### src/hdl/abc_pkg.sv
// Package with the types, constants and curve tables of the brightness channel.
package abc_pkg;

   localparam int LUX_W   = 20;
   localparam int LEVEL_W = 16;
   localparam int PCT_W   = 7;
   localparam int RPCT_W  = 10;
   localparam int TABLE_MAX = 16;
   localparam int CNT_W   = 6;

   localparam logic [2:0] REG_CURVE  = 3'd0;
   localparam logic [2:0] REG_MAX    = 3'd1;
   localparam logic [2:0] REG_FLOOR  = 3'd2;
   localparam logic [2:0] REG_RPCT   = 3'd3;
   localparam logic [2:0] REG_RABS   = 3'd4;

   typedef enum logic [2:0] {
      ST_IDLE,
      ST_MOVED,
      ST_CURVE,
      ST_SCALE,
      ST_FINISH,
      ST_OUT
   } state_type;

   typedef struct packed {
      logic                start;
      logic [LUX_W+7-1:0]  dividend;
      logic [LUX_W-1:0]    divisor;
   } div_req_type;

   typedef struct packed {
      logic                busy;
      logic                done;
      logic [LUX_W+7-1:0]  quotient;
   } div_rsp_type;

   function automatic logic [10:0] curve_x(input logic sel, input logic [3:0] i);
      logic [10:0] rx [TABLE_MAX];
      logic [10:0] fx [TABLE_MAX];
      rx = '{11'd0, 11'd1, 11'd5, 11'd20, 11'd50, 11'd100, 11'd200, 11'd400,
             11'd700, 11'd1000, 11'd1000, 11'd1000, 11'd1000, 11'd1000,
             11'd1000, 11'd1000};
      fx = '{11'd0, 11'd5, 11'd20, 11'd50, 11'd1000, 11'd1000, 11'd1000, 11'd1000,
             11'd1000, 11'd1000, 11'd1000, 11'd1000, 11'd1000, 11'd1000,
             11'd1000, 11'd1000};
      return sel ? fx[i] : rx[i];
   endfunction

   function automatic logic [6:0] curve_y(input logic sel, input logic [3:0] i);
      logic [6:0] ry [TABLE_MAX];
      logic [6:0] fy [TABLE_MAX];
      ry = '{7'd2, 7'd3, 7'd6, 7'd12, 7'd24, 7'd40, 7'd60, 7'd80, 7'd92, 7'd100,
             7'd100, 7'd100, 7'd100, 7'd100, 7'd100, 7'd100};
      fy = '{7'd75, 7'd50, 7'd25, 7'd0, 7'd0, 7'd0, 7'd0, 7'd0, 7'd0, 7'd0,
             7'd0, 7'd0, 7'd0, 7'd0, 7'd0, 7'd0};
      return sel ? fy[i] : ry[i];
   endfunction

endpackage

### src/hdl/abc_divider.sv
// Restoring bit-serial divider, one quotient bit per cycle.
module abc_divider (
   input  logic                clock,
   input  logic                reset,
   input  abc_pkg::div_req_type req,
   output abc_pkg::div_rsp_type rsp
);
   import abc_pkg::*;

   localparam int QW = LUX_W + 7;

   logic [QW-1:0]   quo_ff, quo_in;
   logic [LUX_W:0]  rem_ff, rem_in;
   logic [LUX_W-1:0] den_ff, den_in;
   logic [CNT_W-1:0] cnt_ff, cnt_in;
   logic            busy_ff, busy_in;
   logic            done_ff, done_in;
   logic [LUX_W+1:0] trial;

   always_comb begin
      quo_in  = quo_ff;
      rem_in  = rem_ff;
      den_in  = den_ff;
      cnt_in  = cnt_ff;
      busy_in = busy_ff;
      done_in = 1'b0;
      trial   = {rem_ff, quo_ff[QW-1]} - {2'b0, den_ff};
      if (req.start) begin
         quo_in  = req.dividend;
         rem_in  = '0;
         den_in  = req.divisor;
         cnt_in  = CNT_W'(QW);
         busy_in = 1'b1;
      end else if (busy_ff) begin
         if (!trial[LUX_W+1]) begin
            rem_in = trial[LUX_W:0];
            quo_in = {quo_ff[QW-2:0], 1'b1};
         end else begin
            rem_in = {rem_ff[LUX_W-1:0], quo_ff[QW-1]};
            quo_in = {quo_ff[QW-2:0], 1'b0};
         end
         cnt_in = cnt_ff - CNT_W'(1);
         if (cnt_ff == CNT_W'(1)) begin
            busy_in = 1'b0;
            done_in = 1'b1;
         end
      end
   end

   always_ff @(posedge clock) begin
      quo_ff <= quo_in;
      rem_ff <= rem_in;
      den_ff <= den_in;
      cnt_ff <= cnt_in;
      if (reset) begin
         busy_ff <= 1'b0;
         done_ff <= 1'b0;
      end else begin
         busy_ff <= busy_in;
         done_ff <= done_in;
      end
   end

   assign rsp.busy     = busy_ff;
   assign rsp.done     = done_ff;
   assign rsp.quotient = quo_ff;

`ifndef SYNTHESIS
   a_done_after_busy: assert property (@(posedge clock) disable iff (reset)
      done_ff |-> $past(busy_ff)) else $error("divider done without busy");
   a_no_done_busy: assert property (@(posedge clock) disable iff (reset)
      (done_ff && !$past(req.start)) |-> !busy_ff) else $error("divider busy at done");
   a_cnt_range: assert property (@(posedge clock) disable iff (reset)
      busy_ff |-> (cnt_ff <= CNT_W'(QW))) else $error("divider count out of range");
`endif
endmodule

### src/hdl/ambient_brightness_channel_top.sv
// Top level of the ambient brightness channel with control and config registers.
//  channel | direction | fields (low bit up)
//  req     | in        | tdata: lux, observed_level, observed_valid, boost
//  rsp     | out       | tdata: write_en, write_level, override_on, target_level
//  csr     | in/out    | APB registers at 4*i
// A failed read answers in the cycle after the request is taken; a held override passes ST_MOVED and ST_FINISH.
// Each division loads its operands, shifts out 27 quotient bits and then raises done.
// A curve end needs no interpolation division; an interpolated point first steps to its segment, then divides.
// An override that ends on the lux ratio adds the division for that ratio.
// Reset restores the control state and config registers, not the data registers. A result waits in rsp until taken,
// and the next request is accepted only after the result leaves.
module ambient_brightness_channel_top #(
   parameter int CURVE_POINTS = 10,
   parameter int SMOOTH_BITS  = 4
) (
   input  logic        clock,
   input  logic        reset,
   input  logic        req_tvalid,
   output logic        req_tready,
   input  logic [47:0] req_tdata,  // lux, observed_level, observed_valid, boost
   output logic        rsp_tvalid,
   input  logic        rsp_tready,
   output logic [39:0] rsp_tdata,  // write_en, write_level, override_on, target_level
   input  logic        csr_psel,
   input  logic        csr_penable,
   input  logic        csr_pwrite,
   input  logic [4:0]  csr_paddr,
   input  logic [31:0] csr_pwdata,
   output logic [31:0] csr_prdata,
   output logic        csr_pready
);
   import abc_pkg::*;

   localparam int NPTS = (CURVE_POINTS > TABLE_MAX) ? TABLE_MAX :
                         (CURVE_POINTS < 2) ? 2 : CURVE_POINTS;
   localparam logic [3:0] LAST = 4'(NPTS - 1);

   logic             curve_ff;
   logic [15:0]      max_ff;
   logic [6:0]       floor_ff;
   logic [9:0]       rpct_ff;
   logic [15:0]      rabs_ff;
   logic             wr;
   logic [2:0]       ridx;

   assign csr_pready = 1'b1;
   assign ridx = csr_paddr[4:2];
   assign wr = csr_psel && csr_penable && csr_pwrite;

   always_ff @(posedge clock) begin
      if (reset) begin
         curve_ff <= 1'b0;
         max_ff   <= 16'd255;
         floor_ff <= 7'd2;
         rpct_ff  <= 10'd75;
         rabs_ff  <= 16'd5;
      end else if (wr && csr_paddr[1:0] == 2'b00) begin
         unique case (ridx)
            REG_CURVE: curve_ff <= csr_pwdata[0];
            REG_MAX:   max_ff   <= csr_pwdata[15:0];
            REG_FLOOR: floor_ff <= csr_pwdata[6:0];
            REG_RPCT:  rpct_ff  <= csr_pwdata[9:0];
            REG_RABS:  rabs_ff  <= csr_pwdata[15:0];
            default: ;
         endcase
      end
   end

   always_comb begin
      csr_prdata = '0;
      if (csr_paddr[1:0] == 2'b00) begin
         unique case (ridx)
            REG_CURVE: csr_prdata = {31'd0, curve_ff};
            REG_MAX:   csr_prdata = {16'd0, max_ff};
            REG_FLOOR: csr_prdata = {25'd0, floor_ff};
            REG_RPCT:  csr_prdata = {22'd0, rpct_ff};
            REG_RABS:  csr_prdata = {16'd0, rabs_ff};
            default:   csr_prdata = '0;
         endcase
      end
   end

   state_type   state_ff, state_in;
   logic [19:0] lux_ff, lux_in;
   logic [15:0] obs_ff, obs_in;
   logic [6:0]  boost_ff, boost_in;
   logic [15:0] last_ff, last_in;
   logic        lvalid_ff, lvalid_in;
   logic        ovr_ff, ovr_in;
   logic [19:0] base_ff, base_in;
   logic [3:0]  idx_ff, idx_in;
   logic [6:0]  pct_ff, pct_in;
   logic        rv_ff, rv_in;
   logic [39:0] rd_ff, rd_in;
   div_req_type dreq;
   div_rsp_type drsp;

   abc_divider u_div (.clock(clock), .reset(reset), .req(dreq), .rsp(drsp));

   logic [19:0] d;
   logic [10:0] x0, x1;
   logic [6:0]  y0, y1;
   logic [7:0]  ysum;
   logic [7:0]  pclamp;
   logic [15:0] tgt, mag, stepv, nxt;
   logic [26:0] q;

   assign q = drsp.quotient;
   assign req_tready = (state_ff == ST_IDLE) && !rv_ff;
   assign rsp_tvalid = rv_ff;
   assign rsp_tdata  = rd_ff;

   always_comb begin
      state_in = state_ff;
      lux_in = lux_ff; obs_in = obs_ff; boost_in = boost_ff;
      last_in = last_ff; lvalid_in = lvalid_ff; ovr_in = ovr_ff; base_in = base_ff;
      idx_in = idx_ff; pct_in = pct_ff;
      rv_in = rv_ff; rd_in = rd_ff;
      dreq = '{start: 1'b0, dividend: '0, divisor: '0};
      d = (lux_ff > base_ff) ? lux_ff - base_ff : base_ff - lux_ff;
      x0 = curve_x(curve_ff, idx_ff - 4'd1);
      x1 = curve_x(curve_ff, idx_ff);
      y0 = curve_y(curve_ff, idx_ff - 4'd1);
      y1 = curve_y(curve_ff, idx_ff);
      ysum = 8'(pct_ff) + 8'(boost_ff);
      pclamp = ysum;
      if (pclamp < 8'(floor_ff)) pclamp = 8'(floor_ff);
      if (pclamp > 8'd100) pclamp = 8'd100;
      tgt = q[15:0];
      mag = '0; stepv = '0; nxt = obs_ff;
      if (rv_ff && rsp_tready) rv_in = 1'b0;
      unique case (state_ff)
         ST_IDLE: begin
            if (req_tvalid && req_tready) begin
               lux_in = req_tdata[19:0];
               obs_in = req_tdata[35:20];
               boost_in = req_tdata[43:37];
               if (!req_tdata[36]) begin
                  rd_in = {22'd0, ovr_ff, 17'd0};
                  rv_in = 1'b1;
               end else begin
                  if (lvalid_ff && req_tdata[35:20] != last_ff) begin
                     ovr_in = 1'b1;
                     base_in = req_tdata[19:0];
                  end
                  state_in = ST_MOVED;
               end
            end
         end
         ST_MOVED: begin
            if (drsp.done) begin
               if (q >= 27'(rpct_ff)) ovr_in = 1'b0;
               state_in = ST_FINISH;
               idx_in = 4'd0;
            end else if (!drsp.busy) begin
               if (!ovr_ff) begin
                  idx_in = 4'd0;
                  state_in = ST_CURVE;
               end else if (d < 20'(rabs_ff)) begin
                  state_in = ST_FINISH;
               end else if (base_ff == '0) begin
                  ovr_in = 1'b0;
                  state_in = ST_FINISH;
               end else begin
                  dreq.start = 1'b1;
                  dreq.dividend = 27'(d) * 27'd100;
                  dreq.divisor = base_ff;
               end
            end
         end
         ST_FINISH: begin
            if (ovr_ff) begin
               last_in = obs_ff; lvalid_in = 1'b1;
               rd_in = {22'd0, 1'b1, 17'd0};
               rv_in = 1'b1;
               state_in = ST_IDLE;
            end else begin
               idx_in = 4'd0;
               state_in = ST_CURVE;
            end
         end
         ST_CURVE: begin
            if (drsp.done) begin
               if (y1 >= y0) pct_in = 7'(8'(y0) + q[7:0]);
               else pct_in = 7'(8'(y0) - q[7:0]);
               state_in = ST_SCALE;
               idx_in = 4'd0;
            end else if (!drsp.busy) begin
               if (idx_ff == 4'd0) begin
                  if (lux_ff <= 20'(curve_x(curve_ff, 4'd0))) begin
                     pct_in = curve_y(curve_ff, 4'd0);
                     state_in = ST_SCALE;
                  end else if (lux_ff >= 20'(curve_x(curve_ff, LAST))) begin
                     pct_in = curve_y(curve_ff, LAST);
                     state_in = ST_SCALE;
                  end else begin
                     idx_in = 4'd1;
                  end
               end else if (lux_ff <= 20'(x1)) begin
                  if (x1 <= x0) begin
                     pct_in = y1;
                     state_in = ST_SCALE;
                     idx_in = 4'd0;
                  end else if (y1 >= y0) begin
                     dreq.start = 1'b1;
                     dreq.dividend = 27'(y1 - y0) * 27'(lux_ff - 20'(x0));
                     dreq.divisor = 20'(x1 - x0);
                  end else begin
                     dreq.start = 1'b1;
                     dreq.dividend = 27'(y0 - y1) * 27'(lux_ff - 20'(x0));
                     dreq.divisor = 20'(x1 - x0);
                  end
               end else begin
                  idx_in = idx_ff + 4'd1;
               end
            end
         end
         ST_SCALE: begin
            if (drsp.done) begin
               if (tgt > obs_ff) begin
                  mag = tgt - obs_ff;
                  stepv = mag >> SMOOTH_BITS;
                  if (stepv == '0) stepv = 16'd1;
                  nxt = obs_ff + stepv;
               end else if (tgt < obs_ff) begin
                  mag = obs_ff - tgt;
                  stepv = 16'((17'(mag) + 17'((1 << SMOOTH_BITS) - 1)) >> SMOOTH_BITS);
                  nxt = obs_ff - stepv;
               end
               last_in = nxt; lvalid_in = 1'b1;
               rd_in = 40'({tgt, 1'b0, (nxt != obs_ff) ? nxt : 16'd0, nxt != obs_ff});
               rv_in = 1'b1;
               state_in = ST_IDLE;
            end else if (!drsp.busy) begin
               dreq.start = 1'b1;
               dreq.dividend = 27'(pclamp) * 27'(max_ff);
               dreq.divisor = 20'd100;
            end
         end
         ST_OUT: state_in = ST_IDLE;
         default: state_in = ST_IDLE;
      endcase
   end

   always_ff @(posedge clock) begin
      lux_ff <= lux_in; obs_ff <= obs_in; boost_ff <= boost_in;
      idx_ff <= idx_in; pct_ff <= pct_in; rd_ff <= rd_in;
      if (reset) begin
         state_ff <= ST_IDLE;
         last_ff <= '0; lvalid_ff <= 1'b0; ovr_ff <= 1'b0; base_ff <= '0;
         rv_ff <= 1'b0;
      end else begin
         state_ff <= state_in;
         last_ff <= last_in; lvalid_ff <= lvalid_in; ovr_ff <= ovr_in;
         base_ff <= base_in; rv_ff <= rv_in;
      end
   end

`ifndef SYNTHESIS
   a_hold: assert property (@(posedge clock) disable iff (reset)
      (rv_ff && !rsp_tready) |=> rv_ff) else $error("result dropped");
   a_ready: assert property (@(posedge clock) disable iff (reset)
      rv_ff |-> !req_tready) else $error("request taken while result waits");
   a_ovr_tgt: assert property (@(posedge clock) disable iff (reset)
      (rv_ff && rd_ff[17]) |-> (rd_ff[33:18] == '0 && !rd_ff[0]))
      else $error("override result carries a level");
`endif
endmodule

### config.mk
export PLATFORM = sky130hd
export DESIGN_NAME = ambient_brightness_channel_top
export DESIGN_NICKNAME = d
export VERILOG_FILES = /design/src/hdl/abc_pkg.sv /design/src/hdl/abc_divider.sv /design/src/hdl/ambient_brightness_channel_top.sv
export SDC_FILE = /design/constraint.sdc
export NUM_CORES = 2
export LEC_CHECK = 0
export BUFFER_PORTS_ARGS = -buffer_cell sky130_fd_sc_hd__buf_2
export CAP_MARGIN = 20
export CORE_ASPECT_RATIO = 0.7
export CORE_MARGIN = 2
export CORE_UTILIZATION = 55
export DETAILED_ROUTE_END_ITERATION = 6
export HOLD_SLACK_MARGIN = 0.12
export PLACE_DENSITY = 0.83
export SKIP_CTS_REPAIR_TIMING = 1
export SYNTH_ARGS = -nofsm -noshare
export SYNTH_HDL_FRONTEND = slang
export SYNTH_SLANG_ARGS = --single-unit
### constraint.sdc
create_clock -name clock -period 9.4 [get_ports clock]
set_input_delay 0.47 -clock clock [delete_from_list [all_inputs] [get_ports clock]]
set_output_delay 0.47 -clock clock [all_outputs]
set_load 0.02 [all_outputs]
### Word-level counts from Yosys, hierarchy flattened

Memories as Yosys holds them, arrays and structs flattened.
Index checks and enable logic that the tools add are counted.

* flip-flop bits (word level): 262
* input port bits: 92
* memory bits (read-only): 1152
* memories kept: 8
* output and inout bits: 75
* word-level logic and storage cells: 255

Memories
* (no name shown): depth 16, width 11, rd ports 1, clocked after memory_dff 0, write ports 0, RTL line abc_pkg.sv:47 `return sel ? fx[i] : rx[i];`
* (no name shown): depth 16, width 11, rd ports 1, clocked after memory_dff 0, write ports 0, RTL line abc_pkg.sv:47
* (no name shown): depth 16, width 11, rd ports 1, clocked after memory_dff 0, write ports 0, RTL line abc_pkg.sv:47
* (no name shown): depth 16, width 11, rd ports 1, clocked after memory_dff 0, write ports 0, RTL line abc_pkg.sv:47
* (no name shown): depth 16, width 7, rd ports 1, clocked after memory_dff 0, write ports 0, RTL line abc_pkg.sv:57 `return sel ? fy[i] : ry[i];`
* (no name shown): depth 16, width 7, rd ports 1, clocked after memory_dff 0, write ports 0, RTL line abc_pkg.sv:57
* +2 memories

* $mul: 4
* eq/ne operators: 29
* magnitude comparators: 14
* muxes and demuxes: 121
* $add $sub $neg: 18
* bitwise logic cells: 3
* reduce and logical (&&, ||, !) cells: 35

Operators by type and width (number)
* 48-bit two-way mux: 12
* 16-bit two-way mux: 11
* 40-bit two-way mux: 4
* 48-bit case mux with 3 select lines: 1
* 7-bit two-way mux: 20
* 40-bit case mux with 3 select lines: 1
* 11-bit two-way mux: 10
* 16-bit case mux with 5 select lines: 1
* 8-bit by 21-bit multiplier with 27-bit output: 2
* 27-bit two-way mux: 2
* 47-bit two-way mux: 1
* 3-bit two-way mux: 15
* 4-bit two-way mux: 10
* 20-bit subtractor: 2
* 16-bit != test: 2
* 16-bit case mux with 2 select lines: 1
* 16-bit subtractor: 2
* 27-bit by 10-bit greater-or-equal comparator with 1-bit output: 1
* 20-bit by 5-bit multiplier with 25-bit output (second input constant): 1
* 8-bit by 16-bit multiplier with 24-bit output: 1
* 22-bit by 20-bit subtractor with 22-bit output: 1
* 1-bit two-way mux: 21
* 21-bit two-way mux: 1
* 20-bit by 11-bit subtractor with 21-bit output: 1
* 59 further kinds: 100

### Longest topological paths before layout

* depth after elaboration: 16
* depth in mapped cells: 39
* gate-level depth less buffers: 37

### Modules after synthesis

From an unflattened synthesis, not the netlist that was laid out.

* cell total of the unflattened synthesis: 4567
* area, all modules: 38765.9 um^2

Modules (own cells, without submodules)
* ambient_brightness_channel_top: cells an instance 4201, seq. area each 4484.3 um^2, times used 1, area each 34665.7 um^2
* abc_divider: cells an instance 366, seq. area each 1991.9 um^2, times used 1, area each 4100.2 um^2

### Worst setup path before layout

No wires, ideal clock.

* path kind: register -> register
* start point: reg idx_ff[1]
* end point: reg u_div.quo_ff[25], data pin
* cell stages (with the launch flop): 33
* required time: 9.139 ns
* arrival: 8.737 ns
* clock period less this slack: 8.998 ns
* path buffers: 1
* path slack: 0.402 ns
* cells stage by stage: edfxtp_1 -> inv_1 -> ha_1 -> inv_1 -> ha_1 -> clkbuf_1 -> nand2_1 -> o21ai_0 -> nand2_1 -> ha_1 -> nor2b_1 -> o2111ai_1 -> nand3_1 -> o41ai_1 -> o21ai_1 -> or3_1 -> xnor2_1 -> nor2_1 -> fa_1 -> fa_1 -> fa_1 -> inv_1 -> fa_1 -> inv_1 -> ha_1 -> nand3_1 -> o2111ai_1 -> a2111oi_0 -> a21oi_1 -> o41ai_1 -> o21ai_0 -> xor2_1 -> a221o_1

* cells in the longest elaborated chain, start to end: 16
* elaborated cells between the ends (all ways): 48
* those cells by class: add/sub (4); mul (2); order compare (3); mux (28); bitwise (2); reduce/logical (1); memory (8)

RTL lines
* start, declared: RTL line ambient_brightness_channel_top.sv:91 `logic [3:0] idx_ff, idx_in;`
* start signal, assigned: RTL line ambient_brightness_channel_top.sv:247 `idx_ff <= idx_in; pct_ff <= pct_in; rd_ff <= rd_in;`
* 4-bit by 1-bit subtractor with 4-bit output: RTL line ambient_brightness_channel_top.sv:121, ambient_brightness_channel_top.sv:123
* 4-bit NOT with 5-bit output (not written as such): RTL line abc_pkg.sv:47, abc_pkg.sv:57
* memory 16 x 11 bit / memory 16 x 7 bit (equally long branches)
* 11-bit two-way mux (not written as such) / 7-bit two-way mux (equally long branches) (2 in series): RTL line abc_pkg.sv:47, abc_pkg.sv:57
* 11-bit two-way mux / 7-bit two-way mux (equally long branches): RTL line abc_pkg.sv:47, abc_pkg.sv:57
* 20-bit by 11-bit subtractor with 21-bit output (tied with other cells): RTL line ambient_brightness_channel_top.sv:206, ambient_brightness_channel_top.sv:210
* 8-bit by 21-bit multiplier with 27-bit output, on equally long branches: RTL line ambient_brightness_channel_top.sv:210, ambient_brightness_channel_top.sv:206
* 47-bit two-way mux: RTL line ambient_brightness_channel_top.sv:204 `end else if (y1 >= y0) begin`
* 48-bit two-way mux: RTL line ambient_brightness_channel_top.sv:200 `if (x1 <= x0) begin`
* 48-bit two-way mux: RTL line ambient_brightness_channel_top.sv:199 `end else if (lux_ff <= 20'(x1)) begin`
* 48-bit two-way mux (*): RTL line ambient_brightness_channel_top.sv:189 `if (idx_ff == 4'd0) begin`
* 48-bit two-way mux (*): RTL line ambient_brightness_channel_top.sv:188 `end else if (!drsp.busy) begin`
* 48-bit two-way mux (*): RTL line ambient_brightness_channel_top.sv:183 `if (drsp.done) begin`
* 48-bit case mux with 3 select lines (*): RTL line ambient_brightness_channel_top.sv:132 `unique case (state_ff)`
* 27-bit two-way mux (*): RTL line abc_divider.sv:28 `if (req.start) begin`
* named net u_div.quo_in[25]: RTL line abc_divider.sv:12 `logic [QW-1:0] quo_ff, quo_in;`
* end signal, assigned: RTL line abc_divider.sv:51 `quo_ff <= quo_in;`
* end, declared: RTL line abc_divider.sv:12

The timed path passes the listed nets; every way through them passes the cells marked *. The select of a mux whose other input is x is not followed.
A chain may end at the register's enable or synchronous reset.

### Final worst setup path

* start point: reg idx_ff[1]
* end point: reg u_div.quo_ff[23], data pin

The elaborated chain is that of the path after synthesis.

==> metrics <==
Clock Tree Buf Depth=3; fmax=110 MHz; Hold Crit Class=in -> reg; DRC Markers=0; HPWL Detailed=a little under 100,000 um; critical path depth=39; Skew-Pair Late Insertion Delay=0.58 ns; worst relative slew slack=0.249; hold path depth=3; highest-delay cell along the critical path=fa_1; post-layout util=0.602; Critical Path RT=a little under 10 ns; drt pass-1 iters=6; Post-synth top flop=edfxtp_1; Synth warnings=0; top post-synthesis cells by area=fa_1 (19%), ha_1 (14%), edfxtp_1 (10%), inv_1 (7.3%), dfxtp_1 (6.3%); H-tree Lvls=1; CTS tree=built; # IOs=167; Fin. Hold Viols=0; largest area contributor in the netlist=fa_1; largest net degree at the start of global routing=63; number of global-route vias before repair=32,800; Avg Cell Area, Syn=8.26 um^2; Cell Rows=81; via count=34,900; die width=321 um; Worst Min Path Start=csr_pwdata[11]; initial antenna violation count=7; gr ovfl total=0; period utilization=0.965; post-synthesis register bit count=around 260; GR Layer Usage met2=0.460; Initial Utilization=0.555; Inst Count DP=5,659; die area=72,400 um^2; fin cells=around 5,800; Routed Antenna Nets=0; routed vias/inst=between 6 and 7; GR Util met1=0.493; first-pass GRT wire length=186,000 um; overall routed net length=121,000 um; dpl ws=around 0.051 ns; Worst Path Class, Setup=reg -> reg; Top Usage Layer GRT=met1; Avg WL per Cell=21.0 um; Top Family by Delay on Critical Path=adder cells; area fraction of the dominant cell type after synthesis=0.188; Core Region=about 70,000 um^2; worst-margin pin slew=~1.1 ns; Buf/Inv on CP=9; CTS Root Cell=clkbuf_16; crit-path most repeated cell=inv_1; outcome=completed; final worst slack=between 0.3 and 0.4 ns; share of layout cells above drive strength 1=0.0726; # port buffers=123; Tmin final=9.07 ns; Worst Path Arrival=9.40 ns; Post-synth EDFFs=135; area grow syn2layout=8.56%; # setup viols final=0; Mapped Cells=4,678; Setup crit start=idx_ff[1]; synthesized cell area=38,600 um^2; worst hold endpoint=rabs_ff[11]; nets=5,711; initial drt markers=4,482; MaxCap Viol Count=0; CP endpoint kind=flip-flop; Seq/Total Area, Yosys=0.168; gr usage total=0.328; Clk pin slew, worst setup/hold paths=0.08 ns; max-slew violations=0; CTS buffer count=24; Worst Reg-to-Reg Cells=39; skew final=0.0147 ns; r2r setup slk=between 0.3 and 0.4 ns; crit-path max cell delay=0.53 ns; Hold Slack=0.158 ns; CTS sink count=256; crit-path max FO=12; ys async rst share=0; Die H=226 um; library cells used by synthesis=89; FF-to-FF End=u_div.quo_ff[23]; crit start category=flip-flop; gpl congestion=1.01; FF-to-FF Start=idx_ff[1]; met3 Use GR=0.0976
## cells in the mapped netlist (30+ instances only)
cell type and n:
a211oi_1 31, a21o_1 87, a21oi_1 273, a31oi_1 40, and2_1 121, and3_1 30
clkbuf_1 148, dfxtp_1 121, edfxtp_1 135, fa_1 363, ha_1 436, inv_1 750
mux2i_1 60, nand2_1 344, nand2b_1 43, nand3_1 75, nand4_1 34, nor2_1 532
nor2b_1 44, nor3_1 65, o211ai_1 39, o21a_1 46, o21ai_0 157, xnor2_1 184
xor2_1 77
## routing by layer
metal	up-vias	wire length, um	part of all wire
li1	15800	-	-
met1	16800	52100	0.43
met2	2034	48600	0.40
met3	263	16700	0.14
met4	12	3130	0.026
met5	-	70	0.00058
## layout make-up
cell class	instances	area [um^2]
Tap cell	913	1140
Clock buffer	30	664
Antenna cell	2	5.00
Inverter	751	2820
Clock inverter	14	163
Sequential cell	256	6480
Fill cell	6084	27700
Timing Repair Buffer	271	1860
Multi-Input combinational cell	3516	28800
## kinds of logic (layout without fill, tap and decap cells)
| family | count (synthesis) | after routing | synth area share |
|---|---|---|---|
| simple gates | 1408 | 1408 | 0.170 |
| buf+inv | 943 | 1066 | 0.0946 |
| compound gates | 933 | 933 | 0.157 |
| fa+ha+maj | 799 | 799 | 0.329 |
| xor+xnor | 267 | 267 | 0.0627 |
| flops | 256 | 256 | 0.168 |
| mux | 70 | 70 | 0.0188 |
| other cells | 2 | 41 | 0.000194 |
## cells in the final DEF (no fill, tap or decap), types with 34 or more instances in the layout
cell           count
fa_1             363
nor2_1           531
o21a_1            46
and2_1           121
a21o_1            87
ha_1             435
mux2i_1           60
buf_2            124
o21ai_0          152
nand3_1           74
xor2_1            75
nor3_1            62
xnor2_1          181
a21oi_1          271
o211ai_1          39
dfxtp_1          121
nand2_1          344
nand4_1           34
buf_4            100
edfxtp_1         135
conb_1            39
nor2b_1           44
nand2b_1          43
inv_1            749
a31oi_1           40
dlygate4sd3_1     43
## worst max path at each step
stage / endpoint
2_1_floorplan: u_div.quo_ff[25]
4_1_cts: u_div.quo_ff[22]
3_3_place_gp: u_div.quo_ff[22]
6_report: u_div.quo_ff[23]
3_5_place_dp: u_div.quo_ff[22]
5_1_grt: u_div.quo_ff[22]
## worst reg2reg max path, delay by kind of cell (launching register included)
family          cells  cell delay [ns]
fa+ha+maj           8             3.14
compound gates     15             3.12
buf+inv             9             1.01
simple gates        6             0.84
flops               1             0.51
xor+xnor            1             0.22
## per-stage QoR
stage          setup TNS (ns)  cell area (um^2)
4_1_cts               -0.0133             41400
2_1_floorplan               0             38800
3_3_place_gp                0             40500
3_5_place_dp                0             40500
5_1_grt                -0.123             41900
6_report                    0             41900
## state kept, by name (all words and copies together) (netlist names), 16 cells and up
register      flops
rsp_tdata        34
max_ff           16
obs_ff           16
u_div.quo_ff     27
u_div.den_ff     20
last_ff          16
lux_ff           20
rabs_ff          16
u_div.rem_ff     21
base_ff          20
Power is not shown: default switching activity piles up to over one toggle a cycle in this logic, so the estimate is an artifact.
